<file path="config.mk">
export PLATFORM = sky130hd
export DESIGN_NAME = coprocessor_alu_16bit_flags_unit
export DESIGN_NICKNAME = d
export VERILOG_FILES = /design/src/sv/cau_pkg.sv /design/src/sv/cau_mul.sv /design/src/sv/cau_alu.sv /design/src/sv/coprocessor_alu_16bit_flags_unit.sv
export SDC_FILE = /design/constraint.sdc
export NUM_CORES = 1
export LEC_CHECK = 0
export BUFFER_PORTS_ARGS = -buffer_cell sky130_fd_sc_hd__buf_2
export CELL_PAD_IN_SITES_DETAIL_PLACEMENT = 0
export CELL_PAD_IN_SITES_GLOBAL_PLACEMENT = 2
export CORE_MARGIN = 2
export CORE_UTILIZATION = 44
export DETAILED_ROUTE_END_ITERATION = 7
export GPL_ROUTABILITY_DRIVEN = 1
export PLACE_DENSITY_LB_ADDON = 0.08
export RECOVER_POWER = 50
export SETUP_SLACK_MARGIN = 0.3
export SLEW_MARGIN = 40
export SYNTH_ARGS = -nofsm -noshare
export SYNTH_HDL_FRONTEND = slang
export SYNTH_SLANG_ARGS = --single-unit
</file>
<file path="constraint.sdc">
create_clock -name clock -period 14.55 [get_ports clock]
set_clock_uncertainty 0.15 [all_clocks]
set_input_delay 2.1825 -clock clock [delete_from_list [all_inputs] [get_ports clock]]
set_output_delay 2.1825 -clock clock [all_outputs]
set_load 0.05 [all_outputs]
</file>
<file path="src/sv/cau_pkg.sv">
// cau_pkg: shared types and constants of the 16-bit flags ALU.
// Used by cau_mul, cau_alu, the top level and its checker.
package cau_pkg;

   typedef enum logic [4:0] {
      OP_LSR   = 5'd0,
      OP_ROL   = 5'd1,
      OP_ROR   = 5'd2,
      OP_ASR   = 5'd3,
      OP_DIV2  = 5'd4,
      OP_ADD   = 5'd5,
      OP_ADC   = 5'd6,
      OP_SUB   = 5'd7,
      OP_SBC   = 5'd8,
      OP_CMP   = 5'd9,
      OP_AND   = 5'd10,
      OP_BIC   = 5'd11,
      OP_OR    = 5'd12,
      OP_XOR   = 5'd13,
      OP_NOT   = 5'd14,
      OP_SWAP  = 5'd15,
      OP_SEX   = 5'd16,
      OP_LOB   = 5'd17,
      OP_HIB   = 5'd18,
      OP_MRG   = 5'd19,
      OP_MULT  = 5'd20,
      OP_MULU  = 5'd21,
      OP_FMULT = 5'd22,
      OP_LMULT = 5'd23
   } alu_op_type;

   localparam logic [15:0] MERGE_OV_MASK = 16'hc0c0;
   localparam logic [15:0] MERGE_S_MASK  = 16'h8080;
   localparam logic [15:0] MERGE_CY_MASK = 16'he0e0;
   localparam logic [15:0] MERGE_Z_MASK  = 16'hf0f0;
   localparam logic [15:0] HIGH_BYTE_MASK = 16'hff00;

   typedef struct packed {
      logic [4:0]  req_type;
      logic [15:0] operand_a;
      logic [15:0] operand_b;
      logic [3:0]  imm_value;
      logic        use_imm;
      logic        carry_in;
      logic        overflow_in;
   } cau_req_type;

   typedef struct packed {
      logic [15:0] result;
      logic        write_result;
      logic [15:0] low_product;
      logic        write_low;
      logic        sign_flag;
      logic        zero_flag;
      logic        carry_flag;
      logic        overflow_flag;
   } cau_rsp_type;

endpackage

</file>
<file path="src/sv/cau_mul.sv">
// cau_mul: shared signed 17x17 multiplier for mult, umult, fmult and lmult.
// Depends on cau_pkg for the operation codes.
module cau_mul
   import cau_pkg::*;
(
   input  alu_op_type  op,
   input  logic [15:0] opnd_a,
   input  logic [15:0] opnd_b,
   input  logic [15:0] opnd_rb,
   output logic [31:0] product
);

   logic        wide;
   logic [16:0] mul_x;
   logic [16:0] mul_y;
   logic [33:0] prod_full;

   always_comb begin
      wide = (op == OP_FMULT) || (op == OP_LMULT);
      if (wide) begin
         mul_x = {opnd_a[15], opnd_a};
         mul_y = {opnd_rb[15], opnd_rb};
      end else if (op == OP_MULU) begin
         mul_x = {9'b0, opnd_a[7:0]};
         mul_y = {9'b0, opnd_b[7:0]};
      end else begin
         mul_x = {{9{opnd_a[7]}}, opnd_a[7:0]};
         mul_y = {{9{opnd_b[7]}}, opnd_b[7:0]};
      end
      prod_full = 34'($signed(mul_x) * $signed(mul_y));
      product = prod_full[31:0];
   end

endmodule

</file>
<file path="src/sv/cau_alu.sv">
// cau_alu: combinational datapath and flag logic for one ALU word.
// Depends on cau_pkg and instantiates cau_mul.
module cau_alu
   import cau_pkg::*;
(
   input  cau_req_type req,
   output cau_rsp_type rsp
);

   alu_op_type  op;
   logic [15:0] a;
   logic [15:0] b;
   logic [31:0] product;

   assign op = alu_op_type'(req.req_type);
   assign a  = req.operand_a;
   assign b  = req.use_imm ? {12'b0, req.imm_value} : req.operand_b;

   cau_mul u_mul (
      .op      (op),
      .opnd_a  (a),
      .opnd_b  (b),
      .opnd_rb (req.operand_b),
      .product (product)
   );

   logic [16:0] sum;
   logic [16:0] diff;
   logic [15:0] sub_b;
   logic        borrow;
   logic [15:0] r;
   logic [15:0] lowp;
   logic        cy;
   logic        ov;
   logic        wr;
   logic        wl;
   logic        byte_sign;
   logic        merge;
   logic        undef;

   always_comb begin
      sum    = {1'b0, a} + {1'b0, b} + {16'b0, (op == OP_ADC) & req.carry_in};
      sub_b  = (op == OP_CMP) ? req.operand_b : b;
      borrow = (op == OP_SBC) ? ~req.carry_in : 1'b0;
      diff   = {1'b0, a} - {1'b0, sub_b} - {16'b0, borrow};

      r         = '0;
      lowp      = '0;
      cy        = req.carry_in;
      ov        = req.overflow_in;
      wr        = 1'b1;
      wl        = 1'b0;
      byte_sign = 1'b0;
      merge     = 1'b0;
      undef     = 1'b0;

      case (op)
         OP_LSR: begin
            cy = a[0];
            r  = {1'b0, a[15:1]};
         end
         OP_ROL: begin
            r  = {a[14:0], req.carry_in};
            cy = a[15];
         end
         OP_ROR: begin
            r  = {req.carry_in, a[15:1]};
            cy = a[0];
         end
         OP_ASR, OP_DIV2: begin
            cy = a[0];
            r  = {a[15], a[15:1]};
            if (op == OP_DIV2 && a == 16'hffff) begin
               r = '0;
            end
         end
         OP_ADD, OP_ADC: begin
            r  = sum[15:0];
            ov = (a[15] ^ r[15]) & (b[15] ^ r[15]);
            cy = sum[16];
         end
         OP_SUB, OP_SBC, OP_CMP: begin
            r  = diff[15:0];
            ov = (a[15] ^ sub_b[15]) & (a[15] ^ r[15]);
            cy = ~diff[16];
            wr = (op != OP_CMP);
         end
         OP_AND:  r = a & b;
         OP_BIC:  r = a & ~b;
         OP_OR:   r = a | b;
         OP_XOR:  r = a ^ b;
         OP_NOT:  r = ~a;
         OP_SWAP: r = {a[7:0], a[15:8]};
         OP_SEX:  r = {{8{a[7]}}, a[7:0]};
         OP_LOB: begin
            r         = {8'b0, a[7:0]};
            byte_sign = 1'b1;
         end
         OP_HIB: begin
            r         = {8'b0, a[15:8]};
            byte_sign = 1'b1;
         end
         OP_MRG: begin
            r     = (a & HIGH_BYTE_MASK) | {8'b0, req.operand_b[15:8]};
            merge = 1'b1;
         end
         OP_MULT, OP_MULU: r = product[15:0];
         OP_FMULT, OP_LMULT: begin
            r  = product[31:16];
            cy = product[15];
            if (op == OP_LMULT) begin
               lowp = product[15:0];
               wl   = 1'b1;
            end
         end
         default: begin
            undef = 1'b1;
            wr    = 1'b0;
         end
      endcase

      rsp.result       = r;
      rsp.write_result = wr;
      rsp.low_product  = lowp;
      rsp.write_low    = wl;
      if (undef) begin
         rsp.sign_flag     = 1'b0;
         rsp.zero_flag     = 1'b0;
         rsp.carry_flag    = cy;
         rsp.overflow_flag = ov;
      end else if (merge) begin
         rsp.sign_flag     = |(r & MERGE_S_MASK);
         rsp.zero_flag     = |(r & MERGE_Z_MASK);
         rsp.carry_flag    = |(r & MERGE_CY_MASK);
         rsp.overflow_flag = |(r & MERGE_OV_MASK);
      end else begin
         rsp.sign_flag     = byte_sign ? r[7] : r[15];
         rsp.zero_flag     = (r == 16'h0000);
         rsp.carry_flag    = cy;
         rsp.overflow_flag = ov;
      end
   end

endmodule

</file>
<file path="src/sv/coprocessor_alu_16bit_flags_unit.sv">
// coprocessor_alu_16bit_flags_unit: top level of the 16-bit flags ALU.
// Depends on cau_pkg; instantiates cau_alu (which holds cau_mul).
//
//   port group   direction  handshake           payload
//   req_         in         start / busy        req_data  (cau_req_type)
//   rsp_         out        rsp_valid strobe    rsp_data  (cau_rsp_type)
//
// A word accepted at one edge is registered in req_ff, goes through cau_alu and the
// 17x17 multiplier, and its result is registered in rsp_ff and shows on rsp_ for one cycle.
// One word per cycle; busy stays low, so nothing ever waits.
// Synchronous reset clears the valid bits only; the receiver cannot stall.
module coprocessor_alu_16bit_flags_unit
   import cau_pkg::*;
(
   input  logic        clock,
   input  logic        reset,
   input  logic        start,
   output logic        busy,
   input  cau_req_type req_data,
   output logic        rsp_valid,
   output cau_rsp_type rsp_data
);

   cau_req_type req_ff;
   logic        req_valid_ff;
   logic        req_valid_in;
   cau_rsp_type alu_rsp;
   cau_rsp_type rsp_ff;
   logic        rsp_valid_ff;

   assign busy         = 1'b0;
   assign req_valid_in = start & ~busy;

   always_ff @(posedge clock) begin
      if (reset) begin
         req_valid_ff <= 1'b0;
         rsp_valid_ff <= 1'b0;
      end else begin
         req_valid_ff <= req_valid_in;
         rsp_valid_ff <= req_valid_ff;
      end
   end

   always_ff @(posedge clock) begin
      if (req_valid_in) begin
         req_ff <= req_data;
      end
      if (req_valid_ff) begin
         rsp_ff <= alu_rsp;
      end
   end

   cau_alu u_alu (
      .req (req_ff),
      .rsp (alu_rsp)
   );

   assign rsp_valid = rsp_valid_ff;
   assign rsp_data  = rsp_ff;

endmodule

</file>
==> run_results.csv, run 1 <==
group,metric,value,unit
timing,fraction_of_the_cycle_the_final_worst_path_needs,79.0,%
synth,ys_warn_count,0,
setup_path,rr_worst_depth,26,
synth,sequential_to_total_area_share_from_yosys_stat,14.5,%
synth,most_frequent_cell_after_synthesis,"inv_1",
grt,groute.usage.overall,31.7,%
job,max_cap_viol_count,3,
clocking,clk_transition_reported_paths,60,ps
setup_path,worst_r2r_startpoint,"req_ff[39]$_DFFE_PP_",
grt,gr-total-overflow,0,
setup_path,worst_path_dominant_cell_family,"adder cells",
hold_path,worst_hold_path_class,"reg2reg",
drt,detail_route.first_pass.iterations,7,
drt,routed_wl,63100,um
floorplanning,die_w,202,um
synth,mappedNetlistArea,0.0172,mm2
grt,grt_first_pass_wirelength,94800,um
place,numPortBuffers,85,
setup_path,crit_buf_inv,6,
synth,asyncSetResetFlopFracSynth,0,%
final_layout,area_growth,7.58,%
drt,initialDrtViolationCount,1236,
clocking,number_of_clock_buffers_inserted_by_tritoncts,9,
setup_path,cell_repeated_most_along_the_worst_path,"fa_1",
place,place.gp.congestion,0.973,
setup_path,rrSetupSlack,3060,ps
drt,viasPerCell,5.79,
floorplanning,initial_cell_density_of_the_core,44.6,%
setup_path,timing.critical_path.slowest_cell_delay,1930,ps
drt,detail_route.drc_violations,0,
final_layout,design.final.nets,2444,
hold_path,min_delay_worst_endpoint,"rsp_data[0]$_DFFE_PP_",
synth,synth-edff-count,82,
timing,setup_tns,0,ps
hold_path,min_delay_path_depth,2,
grt,first_global_vias,14600,
clocking,clock_tree.buffer_depth,2,
synth,area_contributors_post_synth,"fa_1, edfxtp_1, ha_1, inv_1, nand2_1",
floorplanning,rows,72,
synth,post_synth_inst_count,1925,
synth,synth_flop_cell,"edfxtp_1",
timing,worst_hold_slack,498,ps
clocking,post-cts-setup-buffers,0,
floorplanning,die_ar,0.0407,mm2
setup_path,timing.critical_path.fanout_max,43,
timing,timing.final.hold_violations,0,
hold_path,worstHoldStart,"req_ff[0]$_DFFE_PP_",
synth,register_bit_count_reported_by_yosys,84,
grt,grt_antenna_before_repair,1,
timing,timing.slew.headroom,-88.4,%
synth,unique_cell_type_count_in_the_yosys_netlist,99,
clocking,tritoncts,"built",
setup_path,cp.arrival,11450,ps
timing,worstMarginPinSlew,2830,ps
clocking,post_cts_resize_count,0,
synth,mappedNetlistNets,2394,
floorplanning,io-pin-count,87,
setup_path,class_of_the_most_critical_setup_path,"reg2reg",
clocking,holdBufCountCts,0,
setup_path,setup.worst_path.start_class,"flop",
timing,unrepaired_setup_endpoints_after_global_routing,"false",
setup_path,reg2reg_to,"rsp_data[2]$_SDFFCE_PP0P_",
setup_path,timing.critical_path.to_type,"flop",
timing,finalSetupViolations,0,
drt,via_count,14500,
drt,drt.antenna.violating_nets,0,
floorplanning,die_h,202,um
place,hpwl,49600,um
setup_path,cp_slowest_cell,"clkbuf_1",
synth,syn-mean-instance-area,8.95,um2
final_layout,layout-drive-gt1-share,9.04,%
clocking,clock_sinks,84,
outcome,failed_checks,"capacitance limit, slew limit",
outcome,run_status,"finished with violations",
clocking,clock_latency,370,ps
timing,finalCriticalPeriod,11490,ps
grt,maximum_number_of_pins_on_one_net_before_global_route_repair,46,
clocking,root_buffer_selected_by_cts,"clkbuf_16",
drt,routedWlPerCell,25.3,um
clocking,cts_h_tree_depth,3,
timing,clock.fmax,0.0870,GHz
synth,yosysTopAreaCellShare,32.4,%
floorplanning,core_region_area,0.0386,mm2
setup_path,worstPathRequired,14510,ps
timing,maxSlewViolCount,130,
synth,synth_area_leader_cell,"fa_1",
synth,post_synth_most_frequent_cells,"inv_1, fa_1, nand2_1, nor2_1, ha_1",
## worst reg2reg max path: cells and delay by family (launching register included)
kind / cells / cell delay, ps
buffers and inverters: 6 / 2630
AND/OR/NAND/NOR: 6 / 1940
adder cells (fa/ha/maj): 7 / 3610
AO/OA/AOI/OAI: 6 / 2190
flip-flops: 1 / 340
multiplexers: 1 / 360
## layer usage
layer  up-vias  part of all wire (%)  track usage [%]
li1       6380                     -                -
met1      7338                    44             46.1
met2       639                    45             49.2
met3       114                   7.1             3.93
met4         0                   3.4             10.0
met5         -                     0                0
## registers in the layout, summed over array words and instances (netlist names)
name,flops
req_ff,44
req_valid_ff,1
rsp_data,38
rsp_valid,1
## worst max path at each step
stage                                    start                        end  depth (start not counted)
after floorplan           req_ff[41]$_DFFE_PP_  rsp_data[2]$_SDFFCE_PP0P_                         29
after CTS                 req_ff[42]$_DFFE_PP_  rsp_data[2]$_SDFFCE_PP0P_                         25
after detailed placement  req_ff[42]$_DFFE_PP_  rsp_data[2]$_SDFFCE_PP0P_                         25
after global routing      req_ff[39]$_DFFE_PP_  rsp_data[2]$_SDFFCE_PP0P_                         26
final                     req_ff[39]$_DFFE_PP_  rsp_data[2]$_SDFFCE_PP0P_                         26
after global placement    req_ff[43]$_DFFE_PP_  rsp_data[2]$_SDFFCE_PP0P_                         25
## cells in the final DEF, fill, tap and decap left out, types with 8 or more instances in the layout
master / instances
a211oi_1: 16
a21o_1: 15
a21oi_1: 93
a21oi_2: 9
a221oi_1: 11
a22oi_1: 9
and2_1: 24
buf_2: 83
buf_4: 34
clkbuf_16: 9
edfxtp_1: 82
fa_1: 279
ha_1: 143
inv_1: 330
mux2i_1: 11
nand2_1: 213
nand2b_1: 16
nand3_1: 23
nand3b_1: 8
nand4_1: 14
nor2_1: 200
nor2b_1: 18
nor3_1: 14
o211ai_1: 13
o21a_1: 14
o21ai_0: 43
o21ai_1: 12
o21bai_1: 8
o22ai_1: 10
xnor2_1: 55
xor2_1: 16
## kinds of logic (layout without fill, tap and decap cells)
group	count (synthesis)	in the layout	synth area share, %
adders and majority gates	422	422	42.8
and+or+nand+nor	581	581	15.4
buffers and inverters	420	475	9.65
AOI/OAI and AO/OA	329	329	12.9
DFF	84	84	14.5
muxes	16	16	0.995
other	1	2	0.0218
xor gates and xnor gates	72	72	3.66
## metrics by stage
step / cell area (um2) / worst slack (ps) / util (%) / cells
2_1_floorplan: 17200 / 6240 / - / 1925
3_3_place_gp: 18200 / 4970 / 47.0 / 2480
3_5_place_dp: 18200 / 5030 / 47.1 / 2480
4_1_cts: 18500 / 4970 / 47.9 / 2496
5_1_grt: 18500 / 2690 / 47.9 / 2498
6_report: 18500 / 3060 / 48.0 / 2499
## cell type report
cell class,count,area [um2]
antenna,1,2.50
inverter,336,1260
tap,518,648
fill,3730,20100
multi-input combinational,1421,13100
sequential,84,2500
clock buffer,9,225
timing repair buffer,123,712
clock inverter,7,67.6
Power of run 1 is left out: the tool's default activity adds up to more than one toggle a clock period on the data nets, which glitch-free logic cannot reach.
==> inputs of run 2 (changes only) <==
--- a/config.mk
+++ b/config.mk
@@ -5,11 +5,12 @@
 export SDC_FILE = /design/constraint.sdc
 export NUM_CORES = 1
 export LEC_CHECK = 0
+export ABC_AREA = 1
 export BUFFER_PORTS_ARGS = -buffer_cell sky130_fd_sc_hd__buf_2
 export CELL_PAD_IN_SITES_DETAIL_PLACEMENT = 0
 export CELL_PAD_IN_SITES_GLOBAL_PLACEMENT = 2
 export CORE_MARGIN = 2
-export CORE_UTILIZATION = 44
+export CORE_UTILIZATION = 38
 export DETAILED_ROUTE_END_ITERATION = 7
 export GPL_ROUTABILITY_DRIVEN = 1
 export PLACE_DENSITY_LB_ADDON = 0.08
==> constraint.sdc (replaced) <==
create_clock -name clock -period 11 [get_ports clock]
set_clock_uncertainty 0.15 [all_clocks]
set_input_delay 1.65 -clock clock [delete_from_list [all_inputs] [get_ports clock]]
set_output_delay 1.65 -clock clock [all_outputs]
set_load 0.05 [all_outputs]
==> run 2 against run 1 <==
Net effect: the run still ends with capacitance limit, slew limit left; synthesized cell count grew 28%; critical path depth grew 2; area after synthesis grew 6.3%; count of clock-buffer cells in the layout grew 1.
==> run_results.csv, run 2 <==
group,metric,value,unit
timing,worstMarginPinSlew,2880,ps
place,hpwl,63300,um
floorplanning,die_ar,0.0500,mm2
grt,gr-total-overflow,0,
synth,synth_flop_cell,"edfxtp_1",
synth,mappedNetlistNets,2927,
final_layout,top_register,"req_ff",
synth,synth_area_leader_cell,"fa_1",
synth,register_bit_count_reported_by_yosys,84,
timing,timing.final.hold_violations,0,
drt,detail_route.drc_violations,0,
timing,setup_tns,0,ps
synth,post_synth_inst_count,2458,
grt,groute.usage.overall,31.5,%
setup_path,cp.arrival,9570,ps
floorplanning,rows,80,
timing,finalCriticalPeriod,9460,ps
drt,detail_route.first_pass.iterations,6,
final_layout,layout-drive-gt1-share,7.69,%
synth,unique_cell_type_count_in_the_yosys_netlist,46,
drt,viasPerCell,5.38,
clocking,clk_transition_reported_paths,70,ps
final_layout,area_growth,7.73,%
clocking,clock_sinks,84,
synth,synth-edff-count,82,
synth,mappedNetlistArea,0.0183,mm2
final_layout,layout.cells.most_common_list,"nand2_1, inv_1, nor2_1",
timing,finalSetupViolations,0,
clocking,tritoncts,"built",
clocking,clock_tree.buffer_depth,2,
clocking,number_of_clock_buffers_inserted_by_tritoncts,9,
job,max_cap_viol_count,2,
floorplanning,initial_cell_density_of_the_core,38.4,%
timing,maxSlewViolCount,86,
final_layout,design.final.nets,2988,
drt,initialDrtViolationCount,1647,
final_layout,n_antenna_cell,0,
drt,routed_wl,77200,um
synth,most_frequent_cell_after_synthesis,"nand2_1",
floorplanning,die_h,224,um
final_layout,layout.filler_cells,5094,
setup_path,setup.worst_path.start_class,"flop",
synth,area_contributors_post_synth,"fa_1, edfxtp_1, nand2_1, ha_1, inv_1",
setup_path,timing.critical_path.fanout_max,33,
floorplanning,io-pin-count,87,
hold_path,worst_hold_path_class,"reg2reg",
clocking,post_cts_resize_count,0,
synth,asyncSetResetFlopFracSynth,0,%
timing,unrepaired_setup_endpoints_after_global_routing,"false",
setup_path,timing.critical_path.slowest_cell_delay,610,ps
clocking,root_buffer_selected_by_cts,"clkbuf_16",
synth,sequential_to_total_area_share_from_yosys_stat,13.7,%
grt,grt_antenna_before_repair,1,
timing,fraction_of_the_cycle_the_final_worst_path_needs,86.0,%
synth,post_synth_most_frequent_cells,"nand2_1, inv_1, nor2_1, fa_1, ha_1",
outcome,run_status,"finished with violations",
grt,maximum_number_of_pins_on_one_net_before_global_route_repair,46,
drt,routedWlPerCell,24.6,um
final_layout,largest_register_ff_count,44,
drt,via_count,16900,
floorplanning,core_region_area,0.0476,mm2
place,numPortBuffers,85,
grt,first_global_vias,16800,
outcome,failed_checks,"capacitance limit, slew limit",
clocking,holdBufCountCts,0,
clocking,post-cts-setup-buffers,0,
grt,grt_first_pass_wirelength,113000,um
floorplanning,die_w,224,um
setup_path,worstPathRequired,11100,ps
clocking,cts_h_tree_depth,3,
setup_path,timing.critical_path.to_type,"flop",
timing,timing.slew.headroom,-92.3,%
synth,syn-mean-instance-area,7.45,um2
final_layout,mostFrequentLayoutCell,"nand2_1",
synth,yosysTopAreaCellShare,30.5,%
synth,ys_warn_count,0,
timing,clock.fmax,0.106,GHz
setup_path,class_of_the_most_critical_setup_path,"reg2reg",
setup_path,cp_slowest_cell,"clkinv_2",
drt,drt.antenna.violating_nets,0,
clocking,clock_latency,380,ps
place,place.gp.congestion,0.983,
## run 2: changes by cell type in the layout (fill, tap and decap cells not counted), sizes merged, moves of 18 or more
| cell | before | now |
|---|---|---|
| xnor2 | 56 | 10 |
| nand3 | 23 | 135 |
| inv | 333 | 486 |
| nor2b | 19 | 0 |
| nand2 | 213 | 575 |
| buf | 119 | 101 |
| nor2 | 203 | 384 |
| and2 | 26 | 1 |
## run 2: through the flow
step | setup WS [ps] | std cells | utilization (%) | hold slack, ps | cell area (um2)
after floorplan | 3950 | 2458 | - | 506 | 18300
after global placement | 1680 | 3123 | 40.7 | 653 | 19400
after detailed placement | 1570 | 3123 | 40.8 | 658 | 19400
after CTS | 1550 | 3139 | 41.4 | 669 | 19700
after global routing | 981 | 3139 | 41.4 | 757 | 19700
final | 1540 | 3139 | 41.4 | 741 | 19700
## run 2: cells by family (layout without fill, tap and decap cells)
kind of cell	after synthesis	in the layout	synth area share, %
fa+ha+maj	422	422	40.3
simple gates	1169	1169	26.9
other cells	1	1	0.0205
buf+inv	554	620	11.8
xor+xnor	18	18	0.861
compound gates	210	210	6.46
flops	84	84	13.7
## run 2: final timing paths
kind,slack [ps],endpoint,startpoint,cells after the start
worst max-delay path,1540,rsp_data[2]$_SDFFCE_PP0P_,req_ff[42]$_DFFE_PP_,28
worst min-delay path,740,rsp_data[4]$_SDFFCE_PN0P_,req_ff[41]$_DFFE_PP_,2
worst max register to register,1540,rsp_data[2]$_SDFFCE_PP0P_,req_ff[42]$_DFFE_PP_,28
worst min register to register,740,rsp_data[4]$_SDFFCE_PN0P_,req_ff[41]$_DFFE_PP_,2
## run 2: metal layers
layer	track usage, %	share of wire (%)	routed length, um
met5	0	0.017	13
met4	9.31	3.1	2400
met3	7.38	9.7	7460
met2	45.1	41	31600
met1	47.0	46	35800
## run 2: area by class of cell
type | instances | area [um2] | share of cell area (%)
Clock buffer | 10 | 229 | 1.16
Clock inverter | 6 | 71.3 | 0.362
Inverter | 492 | 1850 | 9.37
Multi-Input combinational cell | 1820 | 13700 | 69.4
Sequential cell | 84 | 2500 | 12.7
Tap cell | 615 | 769 | 3.90
Timing Repair Buffer | 112 | 609 | 3.09
## run 2: worst max-delay path: cells and delay by family, from the launching register on
kind                       cells  cell delay [ps]
DFF                            1              530
buffers and inverters          4             1480
AOI/OAI and AO/OA              1              360
and+or+nand+nor               16             3290
adders and majority gates      7             3450
Power of run 2 is left out for the same reason.
